$ cat src/hw/rtl/sha256_pkg.sv
package sha256_pkg;

    typedef logic [0:7][31:0] hash_t;

    localparam hash_t IV_INIT = {
        32'h6a09e667, 32'hbb67ae85, 32'h3c6ef372, 32'ha54ff53a,
        32'h510e527f, 32'h9b05688c, 32'h1f83d9ab, 32'h5be0cd19
    };

    localparam logic [7:0] PAD_BYTE = 8'h80;

    typedef enum logic [2:0] {
        ST_IDLE,
        ST_PAD,
        ST_LEN,
        ST_COMP,
        ST_FINAL,
        ST_OUT
    } state_t;

    typedef enum logic [1:0] {
        BSEL_MSG,
        BSEL_PAD,
        BSEL_ZERO,
        BSEL_LEN
    } byte_sel_t;

    typedef struct packed {
        logic      shift_en;
        byte_sel_t byte_sel;
        logic      count_en;
        logic      load_len;
        logic      comp_start;
        logic      round_en;
        logic [5:0] rnd;
        logic      final_add;
        logic      out_shift;
        logic      reinit;
    } dp_cmd_t;

    function automatic logic [31:0] big_s0(input logic [31:0] x);
        return {x[1:0], x[31:2]} ^ {x[12:0], x[31:13]} ^ {x[21:0], x[31:22]};
    endfunction

    function automatic logic [31:0] big_s1(input logic [31:0] x);
        return {x[5:0], x[31:6]} ^ {x[10:0], x[31:11]} ^ {x[24:0], x[31:25]};
    endfunction

    function automatic logic [31:0] small_s0(input logic [31:0] x);
        return {x[6:0], x[31:7]} ^ {x[17:0], x[31:18]} ^ {3'b000, x[31:3]};
    endfunction

    function automatic logic [31:0] small_s1(input logic [31:0] x);
        return {x[16:0], x[31:17]} ^ {x[18:0], x[31:19]} ^ {10'b0, x[31:10]};
    endfunction

    function automatic logic [31:0] round_k(input logic [5:0] r);
        logic [31:0] k;
        case (r)
            6'd0:  k = 32'h428a2f98;  6'd1:  k = 32'h71374491;
            6'd2:  k = 32'hb5c0fbcf;  6'd3:  k = 32'he9b5dba5;
            6'd4:  k = 32'h3956c25b;  6'd5:  k = 32'h59f111f1;
            6'd6:  k = 32'h923f82a4;  6'd7:  k = 32'hab1c5ed5;
            6'd8:  k = 32'hd807aa98;  6'd9:  k = 32'h12835b01;
            6'd10: k = 32'h243185be;  6'd11: k = 32'h550c7dc3;
            6'd12: k = 32'h72be5d74;  6'd13: k = 32'h80deb1fe;
            6'd14: k = 32'h9bdc06a7;  6'd15: k = 32'hc19bf174;
            6'd16: k = 32'he49b69c1;  6'd17: k = 32'hefbe4786;
            6'd18: k = 32'h0fc19dc6;  6'd19: k = 32'h240ca1cc;
            6'd20: k = 32'h2de92c6f;  6'd21: k = 32'h4a7484aa;
            6'd22: k = 32'h5cb0a9dc;  6'd23: k = 32'h76f988da;
            6'd24: k = 32'h983e5152;  6'd25: k = 32'ha831c66d;
            6'd26: k = 32'hb00327c8;  6'd27: k = 32'hbf597fc7;
            6'd28: k = 32'hc6e00bf3;  6'd29: k = 32'hd5a79147;
            6'd30: k = 32'h06ca6351;  6'd31: k = 32'h14292967;
            6'd32: k = 32'h27b70a85;  6'd33: k = 32'h2e1b2138;
            6'd34: k = 32'h4d2c6dfc;  6'd35: k = 32'h53380d13;
            6'd36: k = 32'h650a7354;  6'd37: k = 32'h766a0abb;
            6'd38: k = 32'h81c2c92e;  6'd39: k = 32'h92722c85;
            6'd40: k = 32'ha2bfe8a1;  6'd41: k = 32'ha81a664b;
            6'd42: k = 32'hc24b8b70;  6'd43: k = 32'hc76c51a3;
            6'd44: k = 32'hd192e819;  6'd45: k = 32'hd6990624;
            6'd46: k = 32'hf40e3585;  6'd47: k = 32'h106aa070;
            6'd48: k = 32'h19a4c116;  6'd49: k = 32'h1e376c08;
            6'd50: k = 32'h2748774c;  6'd51: k = 32'h34b0bcb5;
            6'd52: k = 32'h391c0cb3;  6'd53: k = 32'h4ed8aa4a;
            6'd54: k = 32'h5b9cca4f;  6'd55: k = 32'h682e6ff3;
            6'd56: k = 32'h748f82ee;  6'd57: k = 32'h78a5636f;
            6'd58: k = 32'h84c87814;  6'd59: k = 32'h8cc70208;
            6'd60: k = 32'h90befffa;  6'd61: k = 32'ha4506ceb;
            6'd62: k = 32'hbef9a3f7;  default: k = 32'hc67178f2;
        endcase
        return k;
    endfunction

endpackage

$ cat src/hw/rtl/sha256_ctrl.sv
module sha256_ctrl (
    input  logic                 aclk,
    input  logic                 aresetn,
    input  logic                 s_tvalid,
    input  logic                 action,
    input  logic                 m_tready,
    output logic                 s_tready,
    output logic                 m_tvalid,
    output logic                 m_tlast,
    output logic [2:0]           word_idx,
    output sha256_pkg::dp_cmd_t  cmd
);

    sha256_pkg::state_t state_reg, state_next;
    sha256_pkg::state_t ret_reg, ret_next;
    logic [5:0] fill_reg, fill_next;
    logic [5:0] rnd_reg, rnd_next;
    logic [2:0] idx_reg, idx_next;
    logic       pad_first_reg, pad_first_next;

    // next state
    always_comb begin
        state_next = state_reg;
        unique case (state_reg)
            sha256_pkg::ST_IDLE: begin
                if (s_tvalid) begin
                    if (action) begin
                        state_next = sha256_pkg::ST_PAD;
                    end else if (fill_reg == 6'd63) begin
                        state_next = sha256_pkg::ST_COMP;
                    end
                end
            end
            sha256_pkg::ST_PAD: begin
                if (fill_reg == 6'd55) begin
                    state_next = sha256_pkg::ST_LEN;
                end else if (fill_reg == 6'd63) begin
                    state_next = sha256_pkg::ST_COMP;
                end
            end
            sha256_pkg::ST_LEN: begin
                if (fill_reg == 6'd63) begin
                    state_next = sha256_pkg::ST_COMP;
                end
            end
            sha256_pkg::ST_COMP: begin
                if (rnd_reg == 6'd63) begin
                    state_next = sha256_pkg::ST_FINAL;
                end
            end
            sha256_pkg::ST_FINAL: begin
                state_next = ret_reg;
            end
            sha256_pkg::ST_OUT: begin
                if (m_tready && idx_reg == 3'd7) begin
                    state_next = sha256_pkg::ST_IDLE;
                end
            end
            default: state_next = sha256_pkg::ST_IDLE;
        endcase
    end

    // outputs and datapath commands
    always_comb begin
        s_tready       = 1'b0;
        m_tvalid       = 1'b0;
        m_tlast        = 1'b0;
        cmd            = '0;
        cmd.byte_sel   = sha256_pkg::BSEL_ZERO;
        cmd.rnd        = rnd_reg;
        unique case (state_reg)
            sha256_pkg::ST_IDLE: begin
                s_tready = 1'b1;
                if (s_tvalid && !action) begin
                    cmd.shift_en   = 1'b1;
                    cmd.byte_sel   = sha256_pkg::BSEL_MSG;
                    cmd.count_en   = 1'b1;
                    cmd.comp_start = (fill_reg == 6'd63);
                end
                if (s_tvalid && action) begin
                    cmd.load_len = 1'b1;
                end
            end
            sha256_pkg::ST_PAD: begin
                cmd.shift_en   = 1'b1;
                cmd.byte_sel   = pad_first_reg ? sha256_pkg::BSEL_PAD : sha256_pkg::BSEL_ZERO;
                cmd.comp_start = (fill_reg == 6'd63);
            end
            sha256_pkg::ST_LEN: begin
                cmd.shift_en   = 1'b1;
                cmd.byte_sel   = sha256_pkg::BSEL_LEN;
                cmd.comp_start = (fill_reg == 6'd63);
            end
            sha256_pkg::ST_COMP: begin
                cmd.round_en = 1'b1;
            end
            sha256_pkg::ST_FINAL: begin
                cmd.final_add = 1'b1;
            end
            sha256_pkg::ST_OUT: begin
                m_tvalid = 1'b1;
                m_tlast  = (idx_reg == 3'd7);
                if (m_tready) begin
                    cmd.out_shift = 1'b1;
                    cmd.reinit    = (idx_reg == 3'd7);
                end
            end
            default: ;
        endcase
    end

    // counters and flags
    always_comb begin
        fill_next      = cmd.shift_en ? fill_reg + 6'd1 : fill_reg;
        rnd_next       = cmd.round_en ? rnd_reg + 6'd1 : 6'd0;
        idx_next       = cmd.out_shift ? idx_reg + 3'd1 : idx_reg;
        pad_first_next = pad_first_reg;
        ret_next       = ret_reg;
        if (cmd.load_len) begin
            pad_first_next = 1'b1;
        end else if (state_reg == sha256_pkg::ST_PAD) begin
            pad_first_next = 1'b0;
        end
        if (cmd.comp_start) begin
            case (state_reg)
                sha256_pkg::ST_PAD: ret_next = sha256_pkg::ST_PAD;
                sha256_pkg::ST_LEN: ret_next = sha256_pkg::ST_OUT;
                default:            ret_next = sha256_pkg::ST_IDLE;
            endcase
        end
    end

    always_ff @(posedge aclk) begin
        if (!aresetn) begin
            state_reg     <= sha256_pkg::ST_IDLE;
            ret_reg       <= sha256_pkg::ST_IDLE;
            fill_reg      <= '0;
            rnd_reg       <= '0;
            idx_reg       <= '0;
            pad_first_reg <= 1'b0;
        end else begin
            state_reg     <= state_next;
            ret_reg       <= ret_next;
            fill_reg      <= fill_next;
            rnd_reg       <= rnd_next;
            idx_reg       <= idx_next;
            pad_first_reg <= pad_first_next;
        end
    end

    assign word_idx = idx_reg;

endmodule

$ cat src/hw/rtl/sha256_dpath.sv
module sha256_dpath (
    input  logic                 aclk,
    input  logic                 aresetn,
    input  sha256_pkg::dp_cmd_t  cmd,
    input  logic [7:0]           data_byte,
    output logic [31:0]          digest_word
);

    // block window: byte shift on load, word shift as message schedule
    logic [511:0]       blk_reg, blk_next;
    sha256_pkg::hash_t  v_reg, v_next;
    sha256_pkg::hash_t  chain_reg, chain_next;
    logic [60:0]        cnt_reg, cnt_next;
    logic [63:0]        len_reg, len_next;

    logic [7:0]  in_byte;
    logic [31:0] w0, w1, w9, w14, w_new;
    logic [31:0] t1, t2, ch, maj;

    assign w0  = blk_reg[511:480];
    assign w1  = blk_reg[479:448];
    assign w9  = blk_reg[223:192];
    assign w14 = blk_reg[63:32];
    assign w_new = sha256_pkg::small_s1(w14) + w9 + sha256_pkg::small_s0(w1) + w0;

    assign ch  = (v_reg[4] & v_reg[5]) ^ (~v_reg[4] & v_reg[6]);
    assign maj = (v_reg[0] & v_reg[1]) ^ (v_reg[0] & v_reg[2]) ^ (v_reg[1] & v_reg[2]);
    assign t1  = v_reg[7] + sha256_pkg::big_s1(v_reg[4]) + ch
               + sha256_pkg::round_k(cmd.rnd) + w0;
    assign t2  = sha256_pkg::big_s0(v_reg[0]) + maj;

    always_comb begin
        case (cmd.byte_sel)
            sha256_pkg::BSEL_MSG: in_byte = data_byte;
            sha256_pkg::BSEL_PAD: in_byte = sha256_pkg::PAD_BYTE;
            sha256_pkg::BSEL_LEN: in_byte = len_reg[63:56];
            default:              in_byte = 8'h00;
        endcase
    end

    always_comb begin
        blk_next   = blk_reg;
        v_next     = v_reg;
        chain_next = chain_reg;
        cnt_next   = cnt_reg;
        len_next   = len_reg;

        if (cmd.shift_en) begin
            blk_next = {blk_reg[503:0], in_byte};
        end else if (cmd.round_en) begin
            blk_next = {blk_reg[479:0], w_new};
        end

        if (cmd.comp_start) begin
            v_next = chain_reg;
        end else if (cmd.round_en) begin
            v_next = {t1 + t2, v_reg[0], v_reg[1], v_reg[2],
                      v_reg[3] + t1, v_reg[4], v_reg[5], v_reg[6]};
        end

        if (cmd.reinit) begin
            chain_next = sha256_pkg::IV_INIT;
        end else if (cmd.final_add) begin
            for (int i = 0; i < 8; i++) begin
                chain_next[i] = chain_reg[i] + v_reg[i];
            end
        end else if (cmd.out_shift) begin
            chain_next = {chain_reg[1:7], 32'h0};
        end

        if (cmd.reinit) begin
            cnt_next = '0;
        end else if (cmd.count_en) begin
            cnt_next = cnt_reg + 61'd1;
        end

        if (cmd.load_len) begin
            len_next = {cnt_reg, 3'b000};
        end else if (cmd.shift_en && cmd.byte_sel == sha256_pkg::BSEL_LEN) begin
            len_next = {len_reg[55:0], 8'h00};
        end
    end

    always_ff @(posedge aclk) begin
        if (!aresetn) begin
            chain_reg <= sha256_pkg::IV_INIT;
            cnt_reg   <= '0;
        end else begin
            chain_reg <= chain_next;
            cnt_reg   <= cnt_next;
        end
    end

    always_ff @(posedge aclk) begin
        blk_reg <= blk_next;
        v_reg   <= v_next;
        len_reg <= len_next;
    end

    assign digest_word = chain_reg[0];

endmodule

$ cat src/hw/rtl/sha256_hash_engine_top.sv
// Absorb word: accepted while idle; every 64th message byte also starts a block
//   compression (64 rounds, then the chain add), s_tready low meanwhile.
// Finish word: byte-serial padding up to the length field (with a compressed spill
//   block if the pad byte lands past byte 55), 8 length bytes, final compression,
//   then 8 digest words, one per cycle while m_tready is high.
// Reset (aresetn low, synchronous): idle, empty message, initial hash values.
module sha256_hash_engine_top (
    input  logic        aclk,
    input  logic        aresetn,
    // input channel
    input  logic        s_tvalid,
    output logic        s_tready,
    input  logic [7:0]  s_tdata,   // [7:0] data_byte
    input  logic [0:0]  s_tuser,   // [0] action: 0 absorb, 1 finish
    // digest channel
    output logic        m_tvalid,
    input  logic        m_tready,
    output logic [39:0] m_tdata,   // [31:0] digest_word, [34:32] word_index, rest zero
    output logic        m_tlast    // last_word
);

    sha256_pkg::dp_cmd_t cmd;
    logic [2:0]          word_idx;
    logic [31:0]         digest_word;

    // sequencing: absorb, pad, length, rounds, digest drain
    sha256_ctrl u_ctrl (
        .aclk     (aclk),
        .aresetn  (aresetn),
        .s_tvalid (s_tvalid),
        .action   (s_tuser[0]),
        .m_tready (m_tready),
        .s_tready (s_tready),
        .m_tvalid (m_tvalid),
        .m_tlast  (m_tlast),
        .word_idx (word_idx),
        .cmd      (cmd)
    );

    // block window, round state, chaining words, length counter
    sha256_dpath u_dpath (
        .aclk        (aclk),
        .aresetn     (aresetn),
        .cmd         (cmd),
        .data_byte   (s_tdata),
        .digest_word (digest_word)
    );

    // digest word comes straight off chain register 0, which shifts per word
    assign m_tdata = {5'b00000, word_idx, digest_word};

    // never take input while digest words are pending
    assert property (@(posedge aclk) disable iff (!aresetn) !(s_tready && m_tvalid))
        else $error("input accepted during digest output");

    // digest words go out in order without gaps
    assert property (@(posedge aclk) disable iff (!aresetn)
        (m_tvalid && m_tready && !m_tlast) |=>
            (m_tvalid && m_tdata[34:32] == $past(m_tdata[34:32]) + 3'd1))
        else $error("digest word order broken");

    // after the final digest word the engine is back to absorbing
    assert property (@(posedge aclk) disable iff (!aresetn)
        (m_tvalid && m_tready && m_tlast) |=> (s_tready && !m_tvalid))
        else $error("engine not idle after digest");

endmodule

$ cat config.mk
export PLATFORM = sky130hd
export DESIGN_NAME = sha256_hash_engine_top
export DESIGN_NICKNAME = d
export VERILOG_FILES = /design/src/hw/rtl/sha256_pkg.sv /design/src/hw/rtl/sha256_ctrl.sv /design/src/hw/rtl/sha256_dpath.sv /design/src/hw/rtl/sha256_hash_engine_top.sv
export SDC_FILE = /design/constraint.sdc
export NUM_CORES = 2
export LEC_CHECK = 0
export BUFFER_PORTS_ARGS = -buffer_cell sky130_fd_sc_hd__buf_4
export CORE_ASPECT_RATIO = 1.5
export CORE_MARGIN = 4
export CORE_UTILIZATION = 35
export CTS_BUF_LIST = sky130_fd_sc_hd__clkbuf_4 sky130_fd_sc_hd__clkbuf_8 sky130_fd_sc_hd__clkbuf_16
export CTS_CLUSTER_SIZE = 30
export DETAILED_ROUTE_END_ITERATION = 10
export PLACE_DENSITY_LB_ADDON = 0.12
export SYNTH_ARGS = -nofsm -noshare
export SYNTH_HDL_FRONTEND = slang
export SYNTH_SLANG_ARGS = --single-unit
$ cat constraint.sdc
create_clock -name aclk -period 39.3 [get_ports aclk]
set_clock_uncertainty 0.1 [all_clocks]
set_input_delay 3.93 -clock aclk [delete_from_list [all_inputs] [get_ports aclk]]
set_output_delay 3.93 -clock aclk [all_outputs]
set_load 0.1 [all_outputs]
==> impl_metrics.yaml <==
sta:
  post-route-min-period_ns: 8.98
  hold_viol: 0
  fin_tns_setup_ns: 0
  worstMarginPinSlew_ns: 1.17
  drv_slew: 0
  fmax_mhz: 111
  rsz0062_at_grt: "false"
  period_share_pct: 22.8
  finalSetupViolations: 0
  slew_headroom_pct: 20.5
detailed_routing:
  drtAntennaViolNets: 0
  viasPerCell: 5.40
  drt_iter0_drc: 4553
  num_vias: 62600
  first_pass_iters: 7
  wl_met3_um: 9660
  wl_per_cell_um: 23.7
  maxUsedRoutingLayer: "met4"
  route.detailed.drc: 0
  route.met2.wl_um: 142000
  wl_um: 274000
  met1Wirelength_um: 103000
global_route:
  grt-ovfl-total: 0
  grt_pass1_vias: 62800
  antenna_found_initial: 4
  grt_max_degree: 209
  track_usage_pct: 23.3
  grt_pass1_wl_um: 403000
pwr:
  p_leak_nw: 34.7
  clkPwrFrac_pct: 30.4
  p_seq_share_pct: 36.6
  p_int_mw: 2.82
  switching_share_pct: 35.6
  ir_drop_v: 0.0000537
  p_sw_mw: 1.56
  combPwrFrac_pct: 33.0
  powerDensity_nw_per_um2: 51.7
finish:
  drive_gt1_share_pct: 5.98
  utilization_pct: 38.5
  seq_area_um2: 32300
  fillers: 22300
  design_area_um2: 84900
  areaGrowthSynthToFinish_pct: 9.43
  num-nets-final: 9206
  multi_input_area_um2: 42200
  largest_reg_flops: 512
synthesis:
  async_flop_share_pct: 0
  yosys_warnings: 0
  synth_top_cell_area_share_pct: 32.1
  synth_cells: 8847
  synth_ff_type: "edfxtp_1"
  synthAdderAreaFrac_pct: 11.6
  synth-xor-area-share_pct: 6.93
  avgSynthCellArea_um2: 8.77
  synth_top_family_by_area: "simple AND/OR/NAND/NOR gates"
  netlist_area_um2: 77600
  yosys-top-cells-area: "edfxtp_1 (32%), nand2_1 (13%), dfxtp_1 (9.5%), ha_1 (6.3%), fa_1 (5.0%)"
  ys_seq_area_share_pct: 41.6
  synth-simple-area-share_pct: 19.8
  synth_most_common_cell: "nand2_1"
  synth_edf_count: 829
  muxShareOfSynthArea_pct: 1.68
  synth_compound_area_share_pct: 14.1
  synthTopCellsByCount: "nand2_1 (2,719), edfxtp_1 (829), a21oi_1 (535), clkbuf_1 (482), nor2_1 (446)"
  ys_seq_elements: 1199
  ys_types: 93
  synth_top_area_cell: "edfxtp_1"
critical_path:
  cp.required_ns: 39.84
  crit_top_cell: "fa_1"
  rr_worst_depth: 32
  critPathArrivalTime_ns: 9.52
  r2r_setup_slack_ns: 30.32
  max_stage_delay_ns: 0.62
  cp_slowest_cell: "a31oi_1"
  cp_max_fo: 6
  r2r_start: "u_dpath.v_reg[122]"
  critical_path_class: "reg2reg"
  rr_endpoint: "u_dpath.v_reg[127]"
  endpoint_kind: "register"
  start_kind: "register"
placement:
  port_buffers: 50
  dp_hpwl_um: 200000
  place_area_um2: 80400
  place.gp.congestion: 0.963
floorplan:
  core-area_um2: 220000
  die_h_um: 585
  num_io_pins: 56
  start_util_pct: 35.2
  die_area_um2: 230000
  die_w_um: 392
  rows: 211
flow_run:
  cap_violations: 0
clocking:
  post_cts_resized: 0
  clk_pin_slew_ns: 0.06
  cts_sinks: 1199
  insertion_delay_ns: 0.83
  cts_buffers: 147
  root_buffer: "clkbuf_16"
  ctsHtreeMaxLevel: 4
  cts_tree: "done"
  postCtsSetupBuffers: 0
  cts_buffer_depth: 4
  cts_hold_buf: 0
worst_hold_path:
  hold_class: "reg2reg"
  holdPathStages: 2
  min_from: "u_ctrl.ret_reg[2]"
  holdPathEnd: "u_ctrl.ret_reg[2]"
run_status:
  status: "finished, final reports clean"
[layout make-up]
type / count / share of cell area, %
multi-input cells: 6832 / 49.7
flip-flops and latches: 1199 / 38.0
clock buffers: 202 / 4.90
well taps: 2875 / 4.24
repair buffers: 159 / 1.46
inverters: 266 / 1.18
clock inverters: 48 / 0.463
diodes: 2 / 0.00589
[metrics by stage]
stage	setup slack, ns	power, mW	std cells	hold slack [ns]
floorplan	1.59	2.60	8851	0.344
global placement	29.43	3.07	11300	0.366
detailed placement	29.36	3.08	11300	0.381
CTS	30.19	4.44	11600	0.392
global route	29.71	4.62	11600	0.403
finish	30.32	4.39	11600	0.384
[kinds of logic after synthesis]
logic type,Yosys count
adders and majority gates,610
buffers and inverters,820
other,1
DFF,1199
and+or+nand+nor,3752
AOI/OAI and AO/OA,1736
muxes,118
xor gates and xnor gates,611
[worst max-delay path by stage]
stage               cells past startpoint  slack, ns          startpoint            endpoint
finish                                 32      30.32  u_dpath.v_reg[122]  u_dpath.v_reg[127]
global route                           33      29.71  u_dpath.v_reg[122]  u_dpath.v_reg[254]
CTS                                    33      30.19  u_dpath.v_reg[122]  u_dpath.v_reg[254]
detailed placement                     13      29.36            s_tvalid  u_dpath.v_reg[229]
global placement                       13      29.43             s_tuser  u_dpath.v_reg[229]
floorplan                              10       1.59            s_tvalid    u_dpath.v_reg[0]
[routing by layer]
layer	track usage [%]	vias to the layer above
met2	43.0	1554
met4	14.1	0
met3	2.51	653
li1	-	29900
met1	25.4	30500
met5	0	-
[power by group through the flow]
stage,Sequential (mW),Combinational [mW],Clock [mW]
final,1.60,1.45,1.33
after global routing,1.61,1.59,1.42
after CTS,1.61,1.45,1.38
after detailed placement,1.63,1.44,0
after global placement,1.63,1.44,0
after floorplan,1.60,1.00,0
[critical path, delay by kind of cell, from the launching register on]
family          cells  cell delay [ns]
xor+xnor            4             1.41
simple gates        4             0.68
flops               1             0.35
buf+inv             4             0.39
compound gates     14             3.42
fa+ha+maj           6             2.43
[cell usage in the layout (no fill, tap or decap), drive strengths merged, types with 82 or more instances in the layout]
master / synthesis / layout
dfxtp: 370 / 370
buf: 72 / 159
xor2: 205 / 205
nor2: 446 / 446
nor3: 82 / 82
a21oi: 536 / 536
ha: 393 / 393
nand2: 2719 / 2719
xnor2: 404 / 404
fa: 195 / 195
clkbuf: 482 / 202
inv: 261 / 266
nand3: 154 / 154
edfxtp: 829 / 829
a21o: 158 / 158
o21ai: 411 / 411
(Power assumes the default switching activity.)
